<file path="config.mk">
export PLATFORM = sky130hd
export DESIGN_NAME = fmmt_front
export DESIGN_NICKNAME = d
export VERILOG_FILES = /design/src/fmmt_pkg.sv /design/src/fmmt_front.sv
export SDC_FILE = /design/constraint.sdc
export NUM_CORES = 1
export LEC_CHECK = 0
export BUFFER_PORTS_ARGS = -buffer_cell sky130_fd_sc_hd__buf_2
export CAP_MARGIN = 40
export CORE_ASPECT_RATIO = 0.5
export CORE_MARGIN = 1.5
export CORE_UTILIZATION = 45
export CTS_BUF_LIST = sky130_fd_sc_hd__clkbuf_16
export CTS_CLUSTER_SIZE = 25
export DETAILED_ROUTE_END_ITERATION = 6
export PLACE_DENSITY = 0.83
export SLEW_MARGIN = 20
export SYNTH_ARGS = -nofsm -noshare
export SYNTH_HDL_FRONTEND = slang
export SYNTH_SLANG_ARGS = --single-unit
</file>
<file path="constraint.sdc">
create_clock -name clk_i -period 9.5 [get_ports clk_i]
set_input_delay 0.95 -clock clk_i [delete_from_list [all_inputs] [get_ports clk_i]]
set_output_delay 0.95 -clock clk_i [all_outputs]
set_load 0.01 [all_outputs]
</file>
<file path="src/fmmt_pkg.sv">
package fmmt_pkg;

  localparam int unsigned DefMaxRows  = 16;
  localparam int unsigned DefMaxInner = 64;
  localparam int unsigned RowW        = 5;
  localparam int unsigned InnerW      = 7;
  localparam logic [31:0] CanonNan    = 32'h7FC0_0000;

  typedef enum logic [0:0] {
    REQ_LOAD    = 1'b0,
    REQ_COMPUTE = 1'b1
  } req_type_e;

  typedef enum logic [0:0] {
    REG_ROW_COUNT   = 1'b0,
    REG_INNER_COUNT = 1'b1
  } reg_index_e;

  typedef struct packed {
    logic [0:0]  req_type;
    logic [31:0] a_value;
    logic [31:0] b_value;
    logic [3:0]  column_index;
  } in_word_t;

  typedef struct packed {
    logic [31:0] c_value;
    logic [3:0]  row_index;
    logic        last;
  } out_word_t;

  // IEEE single multiply, round to nearest even, subnormals kept.
  function automatic logic [31:0] fp_mul(input logic [31:0] a, input logic [31:0] b);
    logic        s;
    logic [7:0]  ea, eb;
    logic [23:0] ma, mb;
    logic [47:0] p;
    logic signed [10:0] e;
    logic [49:0] w;
    int unsigned lz;
    int          sh;
    logic [23:0] m;
    logic        g, st, rnd;
    logic [24:0] mr;
    logic [31:0] r;
    s  = a[31] ^ b[31];
    ea = a[30:23];
    eb = b[30:23];
    ma = {(ea != 8'd0), a[22:0]};
    mb = {(eb != 8'd0), b[22:0]};
    r  = 32'd0;
    if ((ea == 8'hFF && a[22:0] != 0) || (eb == 8'hFF && b[22:0] != 0)) begin
      r = CanonNan;
    end else if (ea == 8'hFF || eb == 8'hFF) begin
      if ((ea == 8'hFF && b[30:0] == 0) || (eb == 8'hFF && a[30:0] == 0)) r = CanonNan;
      else r = {s, 8'hFF, 23'd0};
    end else if (a[30:0] == 0 || b[30:0] == 0) begin
      r = {s, 31'd0};
    end else begin
      p  = ma * mb;
      e  = 11'(signed'({3'd0, (ea == 0) ? 8'd1 : ea})) +
           11'(signed'({3'd0, (eb == 0) ? 8'd1 : eb})) - 11'sd126;
      // Normalize so the leading one sits at bit 47.
      lz = 0;
      for (int i = 47; i >= 0; i--) begin
        if (p[i] && lz == 0) lz = 48 - i;
      end
      lz = lz - 1;
      p  = p << lz;
      e  = e - 11'(lz);
      w  = {p, 2'b00};
      if (e < 1) begin
        sh = 1 - int'(e);
        if (sh > 49) sh = 49;
        st = 1'b0;
        for (int i = 0; i < 50; i++) if (i < sh && w[i]) st = 1'b1;
        w = w >> sh;
        w[0] = w[0] | st;
        e = 11'sd0;
      end
      m   = w[49:26];
      g   = w[25];
      st  = |w[24:0];
      rnd = g & (st | m[0]);
      mr  = {1'b0, m} + 25'(rnd);
      if (e == 0) begin
        r = {s, 7'd0, mr[23], mr[22:0]};
      end else begin
        if (mr[24]) begin
          mr = mr >> 1;
          e  = e + 11'sd1;
        end
        if (e >= 255) r = {s, 8'hFF, 23'd0};
        else r = {s, e[7:0], mr[22:0]};
      end
    end
    return r;
  endfunction

  // IEEE single add, round to nearest even, subnormals kept.
  function automatic logic [31:0] fp_add(input logic [31:0] a, input logic [31:0] b);
    logic [7:0]  ea, eb;
    logic [31:0] x, y;
    logic [26:0] mx, my;
    logic [27:0] sum;
    int          d, lz;
    logic        st, rnd, s;
    int          e;
    logic [23:0] m;
    logic [24:0] mr;
    logic [31:0] r;
    ea = a[30:23];
    eb = b[30:23];
    r  = 32'd0;
    if ((ea == 8'hFF && a[22:0] != 0) || (eb == 8'hFF && b[22:0] != 0)) begin
      r = CanonNan;
    end else if (ea == 8'hFF || eb == 8'hFF) begin
      if (ea == 8'hFF && eb == 8'hFF && a[31] != b[31]) r = CanonNan;
      else r = (ea == 8'hFF) ? a : b;
    end else begin
      if (a[30:0] >= b[30:0]) begin x = a; y = b; end
      else begin x = b; y = a; end
      mx = {(x[30:23] != 0), x[22:0], 3'b000};
      my = {(y[30:23] != 0), y[22:0], 3'b000};
      d  = int'((x[30:23] == 0) ? 8'd1 : x[30:23]) - int'((y[30:23] == 0) ? 8'd1 : y[30:23]);
      if (d > 27) d = 27;
      st = 1'b0;
      for (int i = 0; i < 27; i++) if (i < d && my[i]) st = 1'b1;
      my = my >> d;
      my[0] = my[0] | st;
      s = x[31];
      e = int'((x[30:23] == 0) ? 8'd1 : x[30:23]);
      if (x[31] == y[31]) sum = {1'b0, mx} + {1'b0, my};
      else sum = {1'b0, mx} - {1'b0, my};
      if (sum == 0) begin
        r = {a[31] & b[31], 31'd0};
      end else begin
        if (sum[27]) begin
          sum = {1'b0, sum[27:2], sum[1] | sum[0]};
          e = e + 1;
        end else begin
          lz = 0;
          for (int i = 26; i >= 0; i--) if (sum[i] && lz == 0) lz = 27 - i;
          lz = lz - 1;
          if (lz > e - 1) lz = e - 1;
          sum = sum << lz;
          e = e - lz;
        end
        m   = sum[26:3];
        rnd = sum[2] & ((|sum[1:0]) | m[0]);
        mr  = {1'b0, m} + 25'(rnd);
        if (mr[24]) begin
          mr = mr >> 1;
          e = e + 1;
        end
        if (e >= 255) r = {s, 8'hFF, 23'd0};
        else if (mr[23] == 1'b0) r = {s, 8'd0, mr[22:0]};
        else r = {s, 8'(e), mr[22:0]};
      end
    end
    return r;
  endfunction

endpackage

</file>
<file path="src/fmmt_front.sv">
// Front end: takes input words, writes load pairs into the stores and
// queues compute requests for the back end.
module fmmt_front #(
  parameter int unsigned MaxRows  = fmmt_pkg::DefMaxRows,
  parameter int unsigned MaxInner = fmmt_pkg::DefMaxInner,
  localparam int unsigned Depth   = MaxRows * MaxInner,
  localparam int unsigned AddrW   = $clog2(Depth)
) (
  input  logic                 clk_i,
  input  logic                 rst_ni,
  input  fmmt_pkg::in_word_t   in_word_i,
  input  logic                 in_valid_i,
  output logic                 in_stall_o,
  input  logic                 cfg_write_i,
  input  logic [AddrW:0]       total_i,
  output logic                 wr_en_o,
  output logic [AddrW-1:0]     wr_addr_o,
  output logic [31:0]          wr_a_o,
  output logic [31:0]          wr_b_o,
  output logic                 cmd_valid_o,
  output logic [3:0]           cmd_col_o,
  input  logic                 cmd_take_i,
  input  logic                 back_busy_i
);
  import fmmt_pkg::*;

  logic [AddrW:0] pos_q, pos_d, pos_use;
  logic [3:0]     col_q [2];
  logic [1:0]     cnt_q;
  logic           wp_q, rp_q;
  logic           accept, push;

  // A compute word waits for room in the queue. A load word waits until no
  // column is queued or in progress, so every column reads the stores as they
  // stood when it was requested.
  assign in_stall_o = in_valid_i &&
                      ((in_word_i.req_type == REQ_COMPUTE && cnt_q == 2'd2) ||
                       (in_word_i.req_type == REQ_LOAD && (cnt_q != 2'd0 || back_busy_i)));
  assign accept     = in_valid_i && !in_stall_o;
  assign push       = accept && in_word_i.req_type == REQ_COMPUTE;

  // Load position wraps after the last element.
  always_comb begin
    pos_use = (pos_q >= total_i) ? '0 : pos_q;
    pos_d   = pos_use + 1'b1;
    if (pos_d >= total_i) pos_d = '0;
  end

  assign wr_en_o   = accept && in_word_i.req_type == REQ_LOAD;
  assign wr_addr_o = pos_use[AddrW-1:0];
  assign wr_a_o    = in_word_i.a_value;
  assign wr_b_o    = in_word_i.b_value;

  always_ff @(posedge clk_i or negedge rst_ni) begin
    if (!rst_ni) begin
      pos_q <= '0;
    end else if (cfg_write_i) begin
      pos_q <= '0;
    end else if (wr_en_o) begin
      pos_q <= pos_d;
    end
  end

  // Two-entry command queue.
  always_ff @(posedge clk_i or negedge rst_ni) begin
    if (!rst_ni) begin
      cnt_q <= '0;
      wp_q  <= 1'b0;
      rp_q  <= 1'b0;
    end else begin
      if (push) wp_q <= ~wp_q;
      if (cmd_take_i) rp_q <= ~rp_q;
      cnt_q <= cnt_q + 2'(push) - 2'(cmd_take_i);
    end
  end

  always_ff @(posedge clk_i) begin
    if (push) col_q[wp_q] <= in_word_i.column_index;
  end

  assign cmd_valid_o = cnt_q != 2'd0;
  assign cmd_col_o   = col_q[rp_q];

  a_cnt: assert property (@(posedge clk_i) disable iff (!rst_ni) cnt_q <= 2'd2)
    else $error("command queue overflow");
  a_take: assert property (@(posedge clk_i) disable iff (!rst_ni) cmd_take_i |-> cmd_valid_o)
    else $error("take from empty queue");
  a_pos: assert property (@(posedge clk_i) disable iff (!rst_ni) wr_en_o |-> pos_use < total_i)
    else $error("load position out of range");
endmodule

</file>
Word-level counts from Yosys, hierarchy flattened
Memories as Yosys holds them, arrays and structs flattened.
Cells that the tools add are included.
{"block": "word_totals", "wordCells": 31, "out_inout_bits": 81, "mem_count": 1, "register_bits": 15, "in_bits": 86, "mem_bits_rw": 8}
{"memory": "col_q", "depth": 2, "width": 4, "rd": 1, "rd_clocked_by_memory_dff": 0, "wr": 1, "line_no": "fmmt_front.sv:28", "source": "logic [3:0] col_q [2];"}
{"block": "classes", "bitwise": 3, "reduce_logical": 11, "add_sub_neg": 3, "n_eq_ne": 1, "order_cmp": 2, "n_mux": 6}
{"op": "two-way mux 11 bit", "count": 4}
{"op": "greater-or-equal comparator 11 bit", "count": 2}
{"op": "adder 11 x 1 -> 11 bit, second input constant", "count": 1}
{"op": "logical AND 1 bit", "count": 6}
{"op": "nonzero test 2 bit", "count": 2}
{"op": "inverter 1 bit", "count": 3}
{"op": "adder 2 x 1 -> 2 bit", "count": 1}
{"op": "== test 2 bit, second input constant", "count": 1}
{"op": "logical OR 1 bit", "count": 2}
{"op": "two-way mux 1 bit", "count": 2}
{"op": "subtractor 2 x 1 -> 2 bit", "count": 1}
{"op": "logical NOT 1 bit", "count": 1}

Depth between registers and ports, before layout
{"block": "logic_depth", "depth_word": 10, "mapped_depth": 24, "ltp_nobuf": 20}

Worst setup path before layout
OpenSTA, ideal clock, no wires.
{"block": "synth_timing", "path_type": "input-to-reg", "start": "input port total_i[9]", "end": "register pos_q[7]", "required_ns": 9.367, "arrival_ns": 5.206, "stages": 24, "setup_time_ns": 0.133, "setup_slack_ns": 4.161, "path_buffers": 4, "cell_sequence": "inv_1 -> ha_1 -> a21o_1 -> a21oi_1 -> o31ai_1 -> or2_2 -> buf_2 -> nor2_1 -> ha_1 -> and3_1 -> clkbuf_1 -> and3_1 -> clkbuf_1 -> nand3_1 -> xor2_1 -> nor2_1 -> ha_1 -> nand4_1 -> or2_2 -> o311ai_2 -> nor3_4 -> buf_6 -> a41oi_2 -> a31oi_1"}
{"block": "synth_via", "elab_chain_cells": 7}
{"element": "start, declared", "line_no": "fmmt_front.sv:15", "source": "input logic [AddrW:0] total_i,"}
{"element": "greater-or-equal comparator 11 bit (*)", "line_no": "fmmt_front.sv:44", "source": "pos_use = (pos_q >= total_i) ? '0 : pos_q;"}
{"element": "two-way mux 11 bit (*)", "line_no": "fmmt_front.sv:44"}
{"element": "named net wr_addr_o[0]", "line_no": "fmmt_front.sv:17", "source": "output logic [AddrW-1:0] wr_addr_o,"}
{"element": "adder 11 x 1 -> 11 bit (*)", "line_no": "fmmt_front.sv:45", "source": "pos_d = pos_use + 1'b1;"}
{"element": "greater-or-equal comparator 11 bit", "line_no": "fmmt_front.sv:46", "source": "if (pos_d >= total_i) pos_d = '0;"}
{"element": "two-way mux 11 bit (*)", "line_no": "fmmt_front.sv:46"}
{"element": "two-way mux 11 bit (*)", "line_no": "fmmt_front.sv:59", "source": "end else if (wr_en_o) begin"}
{"element": "two-way mux 11 bit (*)", "line_no": "fmmt_front.sv:57", "source": "end else if (cfg_write_i) begin"}
{"element": "end signal, assigned", "line_no": "fmmt_front.sv:60", "source": "pos_q <= pos_d;"}
{"element": "end, declared", "line_no": "fmmt_front.sv:27", "source": "logic [AddrW:0] pos_q, pos_d, pos_use;"}
The timed path passes the listed nets; every way through them passes the cells marked *. The select of a mux whose other input is x is not followed.
A chain may end at the register's enable or synchronous reset.

Worst setup path after layout
{"block": "layout_timing", "start": "input port total_i[9]", "end": "register pos_q[4]"}
{"block": "layout_via", "elab_chain_cells": 7}
{"element": "greater-or-equal comparator 11 bit", "line_no": "fmmt_front.sv:44"}
{"element": "two-way mux 11 bit", "line_no": "fmmt_front.sv:44"}
{"element": "adder 11 x 1 -> 11 bit", "line_no": "fmmt_front.sv:45"}
{"element": "greater-or-equal comparator 11 bit", "line_no": "fmmt_front.sv:46"}
{"element": "two-way mux 11 bit (*)", "line_no": "fmmt_front.sv:46"}
{"element": "two-way mux 11 bit (*)", "line_no": "fmmt_front.sv:59"}
{"element": "two-way mux 11 bit (*)", "line_no": "fmmt_front.sv:57"}
Every way passes the cells marked *; elsewhere a longest branch is shown, timed or not. The select of a mux whose other input is x is not followed.

==> summary.md <==
| Metric | Value |
|---|---|
| Worst hold margin | 0.5039 ns |
| Layout Utilization | a little over two fifths |
| RSZ-0062 raised after global routing | no |
| Flop-to-flop setup slack | between 4 and 5 ns |
| Clock sinks | 23 |
| Mapped Cells | ~250 |
| Tmin final | around 5.4 ns |
| Crit-path max cell delay | around 0.47 ns |
| Via count | between 1.5k and 2k |
| Leakage | 1.062 nW |
| Synth-to-layout area growth | -7.262% |
| Slowest-stage cell, CP | nor3_4 |
| Final setup vio count | 0 |
| Top FF cell, synth | dfrtp_1 |
| End point of the worst hold path | wp_q |
| Most common cell in the synthesized netlist | buf_4 |
| Hold Vio Cnt, Final | 0 |
| Die Wd | 104.7 um |
| Num rows | 18 |
| Worst Tran Pin Value | 0.5656 ns |
| Overall Power | approximately 0.3 mW |
| Synth area leader | buf_4 |
| Iter 0 DRT Violations | 115 |
| Inst Count DP | 289 |
| Critical path's top delay family | simple AND/OR/NAND/NOR gates |
| Vias/cell | between 5 and 6 |
| Drt total wl | between 5000 and 6000 um |
| Wire per inst | around 18 um |
| Share of cells above drive strength 1 | between 20% and 30% |
| Hold-fix buffers at CTS | 0 |
| Seq/Total Area, Yosys | 26.47% |
| R2R depth | 18 |
| Worst path bufs/invs | 2 |
| Outcome | finished, final reports clean |
| Final TNS setup | 0 ns |
| Area of the core | roughly 0.0050 mm^2 |
| Post-DP HPWL | about 4500 um |
| Part of the cycle the worst path needs | 57.13% |
| CP cell instances | buf_2 -> inv_1 -> ha_1 -> a21o_1 -> a21oi_1 -> o31ai_1 -> or2_2 -> nor2_1 -> ha_1 -> and3_1 -> and3_1 -> xnor2_1 -> nor2_1 -> ha_1 -> a211oi_1 -> o2111a_1 -> o311ai_2 -> nor3_4 -> or2b_1 -> a31oi_1 |
| Die H | 53.84 um |
| Port buffer count | 38 |
| Yosys Warn Count | 0 |
| TritonRoute pass-1 iters | 4 |
| Library cells used by synthesis | 43 |
| Avg Synthesized Cell Area | slightly above 9 um^2 |
| RR Endpoint | pos_q[4] |
| Antenna viol nets, final | 0 |
| Max-cap viol count | 0 |
| Total GRT Usage | between 10% and 20% |
| DIE AREA | around 0.0056 mm^2 |
| Boundary pin count | 167 |
| Post-Syn Area | ~0.0023 mm^2 |
| Final GP Congestion | about 0.94 |
| Initial antenna violation count | 0 |
| Worst Clk Skew | ~0.00095 ns |
| Initial core utilization | between 40% and 50% |
| WP data arrival | approximately 5.6 ns |
| CTS H-tree depth | 1 |
| Post-synth top area share | 21.30% |
| Synth top area cells | buf_4 21%, dfrtp_1 16%, ha_1 13% |
| Hold wc startpoint | wp_q |
| First-pass GRT wire length | around 7800 um |
| Reg clk slew, reported paths | 0.06 ns |
| CP most frequent cell | ha_1 |
| Pin count of the biggest net entering global routing | 18 |
| TritonCTS clock tree | done |
| Vias in the first global route | 1,521 |
| Finished Layout Cells | 293 |
| Hold WC Path Type | reg2reg |
| Grt total ovfl | 0 |
| CP required | slightly below 10 ns |
| Synth async-reset ratio | between 60% and 70% |
| Post-layout net count | around 340 |
| CTS Root Buffer Type | clkbuf_16 |
| Ant. Diodes | 0 |
| Setup crit start kind | input pin |
| Post-route DRC | 0 |
| Max VDD drop | between 70 and 80 uV |
| Worst-Skew Late Latency | around 0.25 ns |
| Post_cts resized | 0 |
| Synth Register Bits | 23 |
| Slew headroom | between 60% and 70% |
| Mapped Nets | roughly 360 |
| Max-slew violations | 0 |
| Most frequent cells after synthesis | 66 x buf_4, 25 x ha_1, 16 x nor2_1, 15 x dfrtp_1, 13 x inv_1 |
| Worst r2r src | pos_q[9] |
| TritonCTS Buffers | 3 |
| Hold path cells | 1 |
| Post-synth EDFFs | 8 |
| Achievable Freq | roughly 180 MHz |
| CP Capture Type | flop |
| Power density cells | between 100 and 150 mW/mm^2 |
| Kind of critical path | in2reg |
| Clock buffer depth | 2 |
| Post-CTS Setup Inserts | 0 |
| Crit-path max FO | 17 |
## worst max path at each step
stage	start	end	slack, ns	depth (start not counted)
floorplan	total_i[9]	pos_q[7]	4.16	24
global placement	total_i[9]	pos_q[4]	4.08	21
detailed placement	total_i[9]	pos_q[4]	3.89	20
CTS	total_i[9]	pos_q[4]	4.16	20
global route	total_i[9]	pos_q[3]	3.73	20
finish	total_i[9]	pos_q[4]	4.07	20
## sequential cells by signal (all words and copies together), names as in the netlist
register and cells:
pos_q 11, col_q 8, cnt_q 2, rp_q 1
wp_q 1
## metrics by stage
step	setup WS (ns)	instance area (um^2)
global route	3.727	2157
floorplan	4.161	2326
CTS	4.161	2157
detailed placement	3.888	2077
finish	4.073	2157
global placement	4.080	2077
## metal layers
layer / part of all wire [%] / global-route usage (%)
met1: 34 / 18.22
met2: 49 / 33.22
met3: 15 / 7.506
met4: 1.9 / 7.078
met5: 0 / 0
## cell type report
cell class | instances | area, um^2
Fill cell | 471 | 2798
Multi-Input combinational cell | 145 | 1135
Sequential cell | 23 | 615.6
Timing Repair Buffer | 38 | 190.2
Tap cell | 70 | 87.58
Clock buffer | 3 | 75.07
Inverter | 13 | 48.80
Clock inverter | 1 | 5.005
## cell usage in the layout (no fill, tap or decap), types with 2 or more instances in the layout
cell	count
buf_2	38
ha_1	25
nor2_1	16
dfrtp_1	15
inv_1	13
a31oi_1	10
and2_1	10
a21oi_1	9
nand3_1	8
xnor2_1	8
edfxtp_1	8
and3_1	6
xor2_1	5
nand2_1	5
or2_2	4
mux2_2	4
or2b_1	4
nand2b_1	3
a21o_1	3
nand4_1	3
clkbuf_16	3
o21ai_0	2
a41oi_1	2
## report_power, final
part | switching [mW] | leakage (nW) | total, mW | internal [mW]
Combinational | 0.0366 | 0.748 | 0.0747 | 0.0381
Sequential | 0.0125 | 0.273 | 0.130 | 0.117
Clock | 0.0333 | 0.0409 | 0.0899 | 0.0566
Total | 0.0824 | 1.06 | 0.294 | 0.212
## cell families after synthesis
kind of cell / after synthesis / share of synthesized area [%]
muxes: 4 / 1.936
DFF: 23 / 26.47
xor gates and xnor gates: 13 / 4.895
adders and majority gates: 25 / 13.45
AOI/OAI and AO/OA: 37 / 12.27
buffers and inverters: 85 / 24.74
and+or+nand+nor: 66 / 16.25
Power figures use the tool's default switching activity.
